## src/rtl/core/ffbb_pkg.sv

```systemverilog
package ffbb_pkg;

  localparam int DEF_MAX_WIDTH  = 256;
  localparam int DEF_MAX_HEIGHT = 256;

  localparam int CFG_W     = 9;
  localparam int CFG_IDX_W = 1;

  localparam logic [CFG_IDX_W-1:0] REG_IMAGE_WIDTH  = 1'd0;
  localparam logic [CFG_IDX_W-1:0] REG_IMAGE_HEIGHT = 1'd1;

  localparam logic OP_LOAD  = 1'b0;
  localparam logic OP_QUERY = 1'b1;

  localparam logic [CFG_W-1:0] IMAGE_SIZE_RESET = 9'd256;

  typedef struct packed {
    logic load_wr;
    logic query_start;
    logic clr_step;
    logic seed_rd;
    logic seed_push;
    logic pop_rd;
    logic cur_rd;
    logic cur_take;
    logic nb_rd;
    logic nb_push;
    logic out_load;
  } ffbb_cmd_t;

  typedef struct packed {
    logic clr_last;
    logic seed_ok;
    logic q_empty;
    logic cur_opaque;
    logic nb_last;
    logic out_free;
  } ffbb_status_t;

endpackage

```

## src/rtl/core/ffbb_ctrl.sv

```systemverilog
module ffbb_ctrl (
  input  logic                   clk,
  input  logic                   rst_n,
  input  logic                   in_tvalid,
  input  logic                   in_op,
  output logic                   in_tready,
  output ffbb_pkg::ffbb_cmd_t    cmd,
  input  ffbb_pkg::ffbb_status_t status
);
  import ffbb_pkg::*;

  typedef enum logic [9:0] {
    S_IDLE     = 10'b0000000001,
    S_CLEAR    = 10'b0000000010,
    S_SEED_RD  = 10'b0000000100,
    S_SEED_CHK = 10'b0000001000,
    S_POP      = 10'b0000010000,
    S_POP_WAIT = 10'b0000100000,
    S_POP_CHK  = 10'b0001000000,
    S_NB_RD    = 10'b0010000000,
    S_NB_CHK   = 10'b0100000000,
    S_DONE     = 10'b1000000000
  } state_t;

  state_t state_r, state_nxt;

  always_comb begin
    state_nxt = state_r;
    cmd = '0;
    in_tready = 1'b0;
    case (state_r)
      S_IDLE: begin
        in_tready = 1'b1;
        if (in_tvalid) begin
          if (in_op == OP_LOAD) begin
            cmd.load_wr = 1'b1;
          end else begin
            cmd.query_start = 1'b1;
            state_nxt = S_CLEAR;
          end
        end
      end
      S_CLEAR: begin
        cmd.clr_step = 1'b1;
        if (status.clr_last) state_nxt = S_SEED_RD;
      end
      S_SEED_RD: begin
        cmd.seed_rd = 1'b1;
        state_nxt = S_SEED_CHK;
      end
      S_SEED_CHK: begin
        if (status.seed_ok) begin
          cmd.seed_push = 1'b1;
          state_nxt = S_POP;
        end else begin
          state_nxt = S_DONE;
        end
      end
      S_POP: begin
        if (status.q_empty) begin
          state_nxt = S_DONE;
        end else begin
          cmd.pop_rd = 1'b1;
          state_nxt = S_POP_WAIT;
        end
      end
      S_POP_WAIT: begin
        cmd.cur_rd = 1'b1;
        state_nxt = S_POP_CHK;
      end
      S_POP_CHK: begin
        cmd.cur_take = 1'b1;
        state_nxt = status.cur_opaque ? S_NB_RD : S_POP;
      end
      S_NB_RD: begin
        cmd.nb_rd = 1'b1;
        state_nxt = S_NB_CHK;
      end
      S_NB_CHK: begin
        cmd.nb_push = 1'b1;
        state_nxt = status.nb_last ? S_POP : S_NB_RD;
      end
      S_DONE: begin
        if (status.out_free) begin
          cmd.out_load = 1'b1;
          state_nxt = S_IDLE;
        end
      end
      default: state_nxt = S_IDLE;
    endcase
  end

  always_ff @(posedge clk) begin
    if (!rst_n) state_r <= S_IDLE;
    else state_r <= state_nxt;
  end

endmodule

```

## config.mk

```make
export PLATFORM = sky130hd
export DESIGN_NAME = ffbb_ctrl
export DESIGN_NICKNAME = d
export VERILOG_FILES = /design/src/rtl/core/ffbb_pkg.sv /design/src/rtl/core/ffbb_ctrl.sv
export SDC_FILE = /design/constraint.sdc
export NUM_CORES = 1
export LEC_CHECK = 0
export ABC_AREA = 0
export ABC_CLOCK_PERIOD_IN_PS = 2000
export BUFFER_PORTS_ARGS = -buffer_cell sky130_fd_sc_hd__buf_2
export CELL_PAD_IN_SITES_DETAIL_PLACEMENT = 1
export CELL_PAD_IN_SITES_GLOBAL_PLACEMENT = 1
export CORE_MARGIN = 2
export CORE_UTILIZATION = 35
export CTS_CLUSTER_DIAMETER = 120
export DETAILED_ROUTE_END_ITERATION = 12
export PLACE_DENSITY = 0.81
export RECOVER_POWER = 100
export SYNTH_ARGS = -nofsm -noshare
export SYNTH_HDL_FRONTEND = slang
export SYNTH_SLANG_ARGS = --single-unit
```

## constraint.sdc

```tcl
create_clock -name clk -period 2 [get_ports clk]
set_input_delay 0.2 -clock clk [delete_from_list [all_inputs] [get_ports clk]]
set_output_delay 0.2 -clock clk [all_outputs]
set_load 0.01 [all_outputs]
```

## After elaboration in Yosys (flattened, before gate mapping)

Index checks and enable logic that the tools add are counted.

| word-level totals | value |
|---|---|
| flip-flop bits (word level) | 10 |
| input bits | 10 |
| logic and storage cells | 42 |

| cells by class | value |
|---|---|
| eq/ne operators | 14 |
| muxes and demuxes | 26 |
| reduce and logical (&&, ||, !) cells | 1 |

Operators by type and width:

| kind | number |
|---|---|
| $pmux W10 S10 | 1 |
| $mux W10 | 6 |
| $mux W8 | 2 |
| $mux W1 | 15 |
| $eq A10 B1 Y1 const B | 1 |
| $eq A10 B10 Y1 const B | 1 |
| $eq A10 B2 Y1 const B | 1 |
| $eq A10 B3 Y1 const B | 1 |
| $eq A10 B4 Y1 const B | 1 |
| $eq A10 B5 Y1 const B | 1 |
| $eq A10 B6 Y1 const B | 1 |
| $eq A10 B7 Y1 const B | 1 |
| $eq A10 B8 Y1 const B | 1 |
| $eq A10 B9 Y1 const B | 1 |
| $ne A2 B2 Y1 const B | 4 |
| $mux W2 | 2 |
| $reduce_and A4 Y1 | 1 |

## Depth between registers and ports, before layout

Gate-level depths: netlist of run 1.

| depth | value |
|---|---|
| word-level depth | 3 |
| mapped depth | 6 |
| gate-level depth less buffers | 5 |

## Least setup slack after synthesis of run 1

OpenSTA, ideal clock, no wires.

| path | value |
|---|---|
| path kind | register -> register |
| from | register state_r[2] |
| to | register state_r[4] |
| setup time | 0.058 ns |
| data arrival time | 1.574 ns |
| required time | 1.942 ns |
| slack | 0.368 ns |
| cell stages (with the launch flop) | 6 |
| period minus slack after synthesis | 1.632 ns |
| cells stage by stage | dfxtp_1 buf_6 or4_4 nor4b_4 a22o_1 o21a_1 |

| between the ends | value |
|---|---|
| longest elaborated chain between the ends | 3 |
| elaborated cells between the ends (all ways) | 16 |
| those cells by class | eq/ne (14); mux (1); reduce/logical (1) |

RTL lines:

| element | line | RTL |
|---|---|---|
| start: declaration | ffbb_ctrl.sv:25 | `state_t state_r, state_nxt;` |
| start signal: assignment | ffbb_ctrl.sv:95 | `else state_r <= state_nxt;` |
| $eq A10 B2 Y1 (tied with other cells) | ffbb_ctrl.sv:31 | `case (state_r)` |
| $ne A2 B2 Y1 (no source line) | n/a |  |
| $reduce_and A4 Y1 (no source line) | n/a |  |

Parallel ways exist; a longest one is shown, timed or not.
A chain may end at the register's enable or synchronous reset.

==> metrics.md, run 1 <==
| Metric | Value |
|---|---|
| Iter 0 DRT Violations | `5` |
| Level count of the clock H-tree | `1` |
| Number of buffers created by CTS | `3` |
| PD cells | `526 mW/mm2` |
| Maximum number of pins on one net before global-route repair | `10` |
| Worst r2r src | `state_r[3]$_SDFFE_PN0P_` |
| Worst slack, placed | `0.265 ns` |
| Startpoint type of the worst setup path | `flop` |
| Worst setup margin | `0.0653 ns` |
| XOR/XNOR share of the synthesized area | `under 10%` |
| Peak supply drop | `0.000314 V` |
| Dominant register cell in the synthesized netlist | `sky130_fd_sc_hd__dfxtp_1` |
| Antenna violations before repair | `0` |
| Proportion of synthesized flip-flops having asynchronous set or reset | `0%` |
| Area enclosed by the die boundary | `0.00237 mm2` |
| Chip Width | `48.7 um` |
| Area growth from synthesis to layout | `29.7%` |
| Sum of routed wire length over all layers | `2200 um` |
| First-pass iteration count of the detailed router | `4` |
| Share of the synthesized area in compound gates (AO/OA/AOI/OAI) | `16.3%` |
| Leakage power summed over all cells | `between 0.4 and 0.5 nW` |
| All-Layer GR Usage | `a little over a fifth` |
| Number of register bits inferred by synthesis | `10` |
| Synth top area share | `28.7%` |
| Number of DRC violations after detailed routing | `0` |
| Placement Rows | `16` |
| Clock-pin slew on the worst setup and hold paths | `0.06 ns` |
| Maximum buffer depth of the clock tree | `2` |
| Crit path launch | `state_r[9]$_SDFFE_PN0P_` |
| Maximum frequency from static timing analysis | `517 MHz` |
| Total of buffers placed on input and output ports | `21` |
| Proportion of power drawn by flip-flops and latches | `44.6%` |
| Fraction of power spent switching nets | `30.9%` |
| N_diodes | `0` |
| Combinational Power Share | `24.8%` |
| Synthesized area per cell | `around 8.1 um2` |
| CTS tree | `yes` |
| Clock root buffer | `sky130_fd_sc_hd__clkbuf_4` |
| Total vias in the final route | `between 700 and 800` |
| Number of global-route vias before repair | `799` |
| Worst Hold Path Cells | `2` |
| Dominant cell by count in the synthesized netlist | `sky130_fd_sc_hd__dfxtp_1` |
| Synth warnings | `0` |
| Synthesized netlist net count | `96` |
| Cell-by-cell trace of the critical path | `nor2_1, and3b_1, nand4b_1, nor2_2, buf_2` |
| Switching power of the nets | `147 uW` |
| Setup-failing EPs final | `0` |
| Detail-routed via count per cell | `5.66` |
| Remaining global-route overflow | `0` |
| Main combinational cell family by area after synthesis | `simple AND/OR/NAND/NOR gates` |
| Share of cell area taken by muxes after synthesis | `0%` |
| Number of distinct library cell variants in the gate-level netlist after synthesis | `34` |
| Hold path startpoint | `status[3]` |
| Ports | `22` |
| Post-layout nets | `between 100 and 150` |
| Hold worst-path end | `state_r[5]$_SDFFE_PN0P_` |
| Post-Synth Simple-Gate Area | `44.4%` |
| Clock latency on the worst-skew pair | `0.28 ns` |
| Number of cell instances on the worst register-to-register path | `4` |
| Required time worst endpoint | `1.80 ns` |
| FF-to-FF setup slack | `0.36 ns` |
| Wire length of the first global-routing pass | `3740 um` |
| Maximum clock skew at final layout | `0.00385 ns` |
| Relative slew slack | `77.6%` |
| Final Max Tran Viols | `0` |
| Initial core utilization | `a little over a third` |
| Total placed cells including tap cells | `~130` |
| Final Total Pwr | `476 uW` |
| CTS Sinks | `10` |
| Setup repair after global routing missed its margin | `true` |
| Final weighted congestion in routability-driven placement | `0.750` |
| Layout Cells excl Fill | `139` |
| Reg2Reg Capture Point | `state_r[1]$_SDFFE_PN0P_` |
| Maximum Capacitance Violations | `0` |
| Largest reg by FF count | `state_r` |
| Seq/Total Area, Yosys | `approximately 29%` |
| Internal Pwr Total | `329 uW` |
| Library cell contributing the largest single delay on the critical path | `sky130_fd_sc_hd__dfxtp_1` |
| Clock group share of total power | `30.5%` |
| Post-synthesis adder-cell area fraction | `0%` |
| Number of enable flip-flop cells after synthesis | `0` |
| Ranking of synthesized cells by area | `sky130_fd_sc_hd__dfxtp_1 (29%), sky130_fd_sc_hd__nor2_1 (4.8%), sky130_fd_sc_hd__inv_1 (4.3%)` |
| Share of layout cells above drive strength 1 | `37.5%` |
| Flip-flop count of the largest register, all copies and words added | `10` |
| Detailed Place HPWL | `between 1500 and 2000 um` |
| Cell area after synthesis | `698 um2` |
| Biggest cell delay along the critical path | `0.40 ns` |
| Post-synth top area cell | `sky130_fd_sc_hd__dfxtp_1` |
| CP Class | `flop to primary output` |
| Status | `finished clean` |
| Class of the worst hold path | `input port to flop` |
| Top cell types by occurrence after synthesis | `sky130_fd_sc_hd__dfxtp_1 (10), sky130_fd_sc_hd__nor2_1 (9), sky130_fd_sc_hd__inv_1 (8)` |
| Fin crit period | `between 1.5 and 2 ns` |
| Vert. Die Dim | `around 49 um` |
| Core area | `just under 0.002 mm2` |
| Average wire length per cell after detail routing | `15.9 um` |
| Leading registers by flop count | `state_r: 10 flops` |
| Maximum fanout along the worst path | `6` |
| Number of hold violations in the final report | `0` |
| Arrival time at the worst endpoint | `between 1.5 and 2 ns` |
| Actual slew at the worst max-slew pin | `between 0.3 and 0.4 ns` |
| Kind of end point of the critical path | `primary output` |
| Portion of the clock cycle consumed by the worst path in the final layout | `96.7%` |
| Number of nets with antenna violations after detailed routing | `0` |
| Post-Synthesis Cells | `86` |
| Fill cells | `261` |
logic make-up (layout without fill, tap and decap cells):
kind of cell           Yosys count  count (layout)
AND/OR/NAND/NOR                 47              47
AO/OA/AOI/OAI                   16              16
buffers and inverters           11              37
flip-flops                      10              10
XOR/XNOR                         2               2
stage by stage:
stage          utilization [%]  area, um2  hold slack, ns  setup TNS, ns
2_1_floorplan                -        698           0.279              0
3_3_place_gp              43.4        833           0.401              0
3_5_place_dp              43.4        833           0.425              0
4_1_cts                   44.9        862           0.138              0
5_1_grt                   47.1        906           0.139       -0.00848
6_report                  47.1        906           0.134              0
worst max path at each step:
stage,endpoint,depth (start not counted)
global route,cmd[6],5
detailed placement,cmd[2],5
global placement,cmd[1],3
floorplan,state_r[4]$_SDFFE_PN0P_,5
finish,cmd[6],5
CTS,cmd[2],5
worst max-delay path: cells and delay by family (launching register included):
kind | cells | cell delay (ns)
buffers and inverters | 1 | 0.15
and+or+nand+nor | 4 | 0.91
DFF | 1 | 0.40
what timing repair did:
action	CTS	global route
pin swaps	0	1
setup buffers	0	2
cloned	0	0
resized for setup	2	7
endpoints found under the setup margin	2	2
hold buffers	0	0
per-layer routing:
metal	routed length [um]	up-vias	part of all wire (%)	GRT usage (%)
met5	0	-	0	0
met1	949	380	43	24.5
li1	-	374	-	-
met3	103	10	4.7	4.63
met4	70	0	3.2	10.0
met2	1080	23	49	35.8
area by class of cell:
class / instances / area [um2] / area share (%)
multi-input combinational: 65 / 473 / 52.2
sequential: 10 / 204 / 22.5
timing repair buffer: 26 / 143 / 15.7
tap: 27 / 33.8 / 3.73
inverter: 8 / 30.0 / 3.31
clock buffer: 3 / 22.5 / 2.49
cell usage in the layout, fill, tap and decap left out, types with 3 or more instances in the layout:
cell type                  instances
sky130_fd_sc_hd__nor2_1            8
sky130_fd_sc_hd__buf_4             5
sky130_fd_sc_hd__buf_2            21
sky130_fd_sc_hd__inv_1             8
sky130_fd_sc_hd__dfxtp_2           3
sky130_fd_sc_hd__nor2b_1           3
sky130_fd_sc_hd__clkbuf_4          3
sky130_fd_sc_hd__o21ai_0           4
sky130_fd_sc_hd__dfxtp_1           7
sky130_fd_sc_hd__nor4_1            4
sky130_fd_sc_hd__nand2_1           6
sky130_fd_sc_hd__nor3_1            3
sky130_fd_sc_hd__nor3b_1           4
power groups by stage:
stage / logic [mW] / registers, mW / clock network, mW
2_1_floorplan: 0.0729 / 0.211 / 0
4_1_cts: 0.109 / 0.210 / 0.146
3_5_place_dp: 0.106 / 0.214 / 0
3_3_place_gp: 0.101 / 0.213 / 0
5_1_grt: 0.131 / 0.213 / 0.157
6_report: 0.118 / 0.212 / 0.145
Power figures use the tool's default switching activity.
==> run 2: changes to the inputs <==
==> constraint.sdc (replaced) <==
create_clock -name clk -period 2 [get_ports clk]
set_input_delay 0.4 -clock clk [delete_from_list [all_inputs] [get_ports clk]]
set_output_delay 0.4 -clock clk [all_outputs]
set_load 0.01 [all_outputs]
==> run 2 against run 1 <==
Net effect: the run now ends with setup timing left; critical path depth is the same; sequential share of layout area fell by 1.3 points; global-route usage increased by 1.4 points; die area stayed put; sequential cell count did not move; highest routed layer unchanged.
==> metrics.md, run 2 (synthesis gave the netlist of run 1 again) <==
| Metric | Value |
|---|---|
| Relative slew slack | `70.9% (-6.7 points)` |
| Largest reg by FF count | `state_r` |
| Number of buffers created by CTS | `3 (unchanged)` |
| Remaining global-route overflow | `0 (unchanged)` |
| Final weighted congestion in routability-driven placement | `0.745 (-0.60%)` |
| Initial core utilization | `36.3% (unchanged)` |
| Commonest non-fill, non-tap cell in the layout | `sky130_fd_sc_hd__buf_2` |
| Detail-routed via count per cell | `5.68 (+0.28%)` |
| Sum of routed wire length over all layers | `2910 um (+32%)` |
| Status | `complete, but fails checks` |
| Core area | `0.00192 mm2 (unchanged)` |
| Setup-failing EPs final | `8 (+8)` |
| Maximum number of pins on one net before global-route repair | `10 (unchanged)` |
| Iter 0 DRT Violations | `8 (+3)` |
| Fin crit period | `2.11 ns (+0.173 ns)` |
| N_diodes | `0 (unchanged)` |
| Post-layout nets | `134 (+8.1%)` |
| Leakage power summed over all cells | `0.479 nW (+15%)` |
| Share of layout cells above drive strength 1 | `53.3% (+16 points)` |
| Number of cell instances on the worst register-to-register path | `6 (+2)` |
| Post-Route Setup TNS | `-0.357 ns (-0.357 ns)` |
| Ports | `22 (unchanged)` |
| Startpoint type of the worst setup path | `flop` |
| Antenna violations before repair | `0 (unchanged)` |
| Flip-flop count of the largest register, all copies and words added | `10 (unchanged)` |
| Worst Hold Path Cells | `2 (unchanged)` |
| Number of DRC violations after detailed routing | `0 (unchanged)` |
| Average wire length per cell after detail routing | `19.5 um (+23%)` |
| Level count of the clock H-tree | `1 (unchanged)` |
| CTS Sinks | `10 (unchanged)` |
| Placement Rows | `16 (unchanged)` |
| Worst hold margin | `0.332 ns (+0.198 ns)` |
| Top library cells by usage in the layout, fill and taps aside | `sky130_fd_sc_hd__buf_2 (20), sky130_fd_sc_hd__buf_4 (14), sky130_fd_sc_hd__inv_1 (8), sky130_fd_sc_hd__nor2_1 (7), sky130_fd_sc_hd__nand2_1 (6)` |
| All-Layer GR Usage | `22.3% (+1.4 points)` |
| Number of global-route vias before repair | `881 (+10%)` |
| Final Total Pwr | `512 uW (+7.5%)` |
| Maximum buffer depth of the clock tree | `2 (unchanged)` |
| CTS tree | `yes` |
| Area growth from synthesis to layout | `49.6%` |
| Violated checks | `setup timing` |
| Clock root buffer | `sky130_fd_sc_hd__clkbuf_4` |
| Maximum frequency from static timing analysis | `475 MHz (-8.2%)` |
| Maximum fanout along the worst path | `6 (unchanged)` |
| Worst setup margin | `-0.107 ns (-0.173 ns)` |
| Detailed Place HPWL | `1690 um (-2.5%)` |
| Vert. Die Dim | `48.7 um (unchanged)` |
| Clock latency on the worst-skew pair | `0.27 ns (about the same)` |
| Maximum Capacitance Violations | `0 (unchanged)` |
| PD cells | `490 mW/mm2 (-6.8%)` |
| Leading registers by flop count | `state_r: 10 flops` |
| First-pass iteration count of the detailed router | `4 (unchanged)` |
| Total of buffers placed on input and output ports | `21 (unchanged)` |
| Class of the worst hold path | `input port to flop` |
| Number of hold violations in the final report | `0 (unchanged)` |
| Kind of end point of the critical path | `primary output` |
| Fill cells | `247 (-5.4%)` |
| Number of nets with antenna violations after detailed routing | `0 (unchanged)` |
| Clock-pin slew on the worst setup and hold paths | `0.08 ns (+0.02 ns)` |
| CP Class | `flop to primary output` |
| Setup repair after global routing missed its margin | `true` |
| Chip Width | `48.7 um (unchanged)` |
| Total vias in the final route | `846 (+7.5%)` |
| Arrival time at the worst endpoint | `1.71 ns (-0.02 ns)` |
| Actual slew at the worst max-slew pin | `0.432 ns (+0.0960 ns)` |
| Area enclosed by the die boundary | `0.00237 mm2 (unchanged)` |
| Peak supply drop | `0.000289 V (-7.9%)` |
| Wire length of the first global-routing pass | `4080 um (+9.2%)` |
| Final Max Tran Viols | `0 (unchanged)` |
| Portion of the clock cycle consumed by the worst path in the final layout | `105% (+8.6 points)` |
| Required time worst endpoint | `1.60 ns (-0.20 ns)` |
| Maximum clock skew at final layout | `0.0106 ns (+0.00678 ns)` |
run 2: through the flow:
stage | instance area [um2] | setup slack, ns | instances | utilization (%)
6_report | 1040 | -0.107 | 149 | 54.4
5_1_grt | 1040 | -0.192 | 149 | 54.4
4_1_cts | 922 | -0.0413 | 142 | 48.0
3_5_place_dp | 841 | 0.136 | 135 | 43.8
3_3_place_gp | 841 | 0.162 | 135 | 43.8
2_1_floorplan | 698 | 0.182 | 86 | -
run 2: worst max-delay path: stages, from the launching register on:
cell and delay [ns]:
sky130_fd_sc_hd__dfxtp_2 0.37, sky130_fd_sc_hd__nor2_1 0.22, sky130_fd_sc_hd__and3b_2 0.27, sky130_fd_sc_hd__nand4b_1 0.25, sky130_fd_sc_hd__nor2_2 0.18, sky130_fd_sc_hd__buf_2 0.15
run 2: path summary, 6_finish.rpt:
path | start | end | slack (ns)
worst max-delay path | state_r[9]$_SDFFE_PN0P_ | cmd[6] | -0.11
worst min-delay path | status[3] | state_r[5]$_SDFFE_PN0P_ | 0.33
worst min register to register | state_r[5]$_SDFFE_PN0P_ | state_r[6]$_SDFFE_PN0P_ | 0.59
worst max register to register | state_r[9]$_SDFFE_PN0P_ | state_r[9]$_SDFFE_PN0P_ | 0.28
run 2: cell type report:
cell class | instances | area, um2 | area share (%)
multi-input cells | 65 | 509 | 48.7
repair buffers | 36 | 228 | 21.8
flip-flops and latches | 10 | 221 | 21.2
well taps | 27 | 33.8 | 3.23
inverters | 8 | 30.0 | 2.87
clock buffers | 3 | 22.5 | 2.16
run 2: what timing repair did:
action	CTS	global route
hold buffers	0	0
buffers inserted	4	7
resized for setup	13	16
setup endpoints to repair	4	10
endpoints found under the hold margin	0	0
gates cloned	0	0
pin swaps	5	4
run 2: power by group:
group	switching, mW	total (mW)	internal, mW
Clock	0.0768	0.146	0.0697
Combinational	0.0854	0.158	0.0721
Sequential	0.00749	0.208	0.200
run 2: per-layer routing:
layer | vias to the layer above | part of all wire [%] | GRT usage [%]
li1 | 389 | - | -
met1 | 414 | 41 | 25.0
met2 | 35 | 52 | 39.5
met3 | 8 | 4.8 | 4.01
met4 | 0 | 2.2 | 12.4
met5 | - | 0 | 0
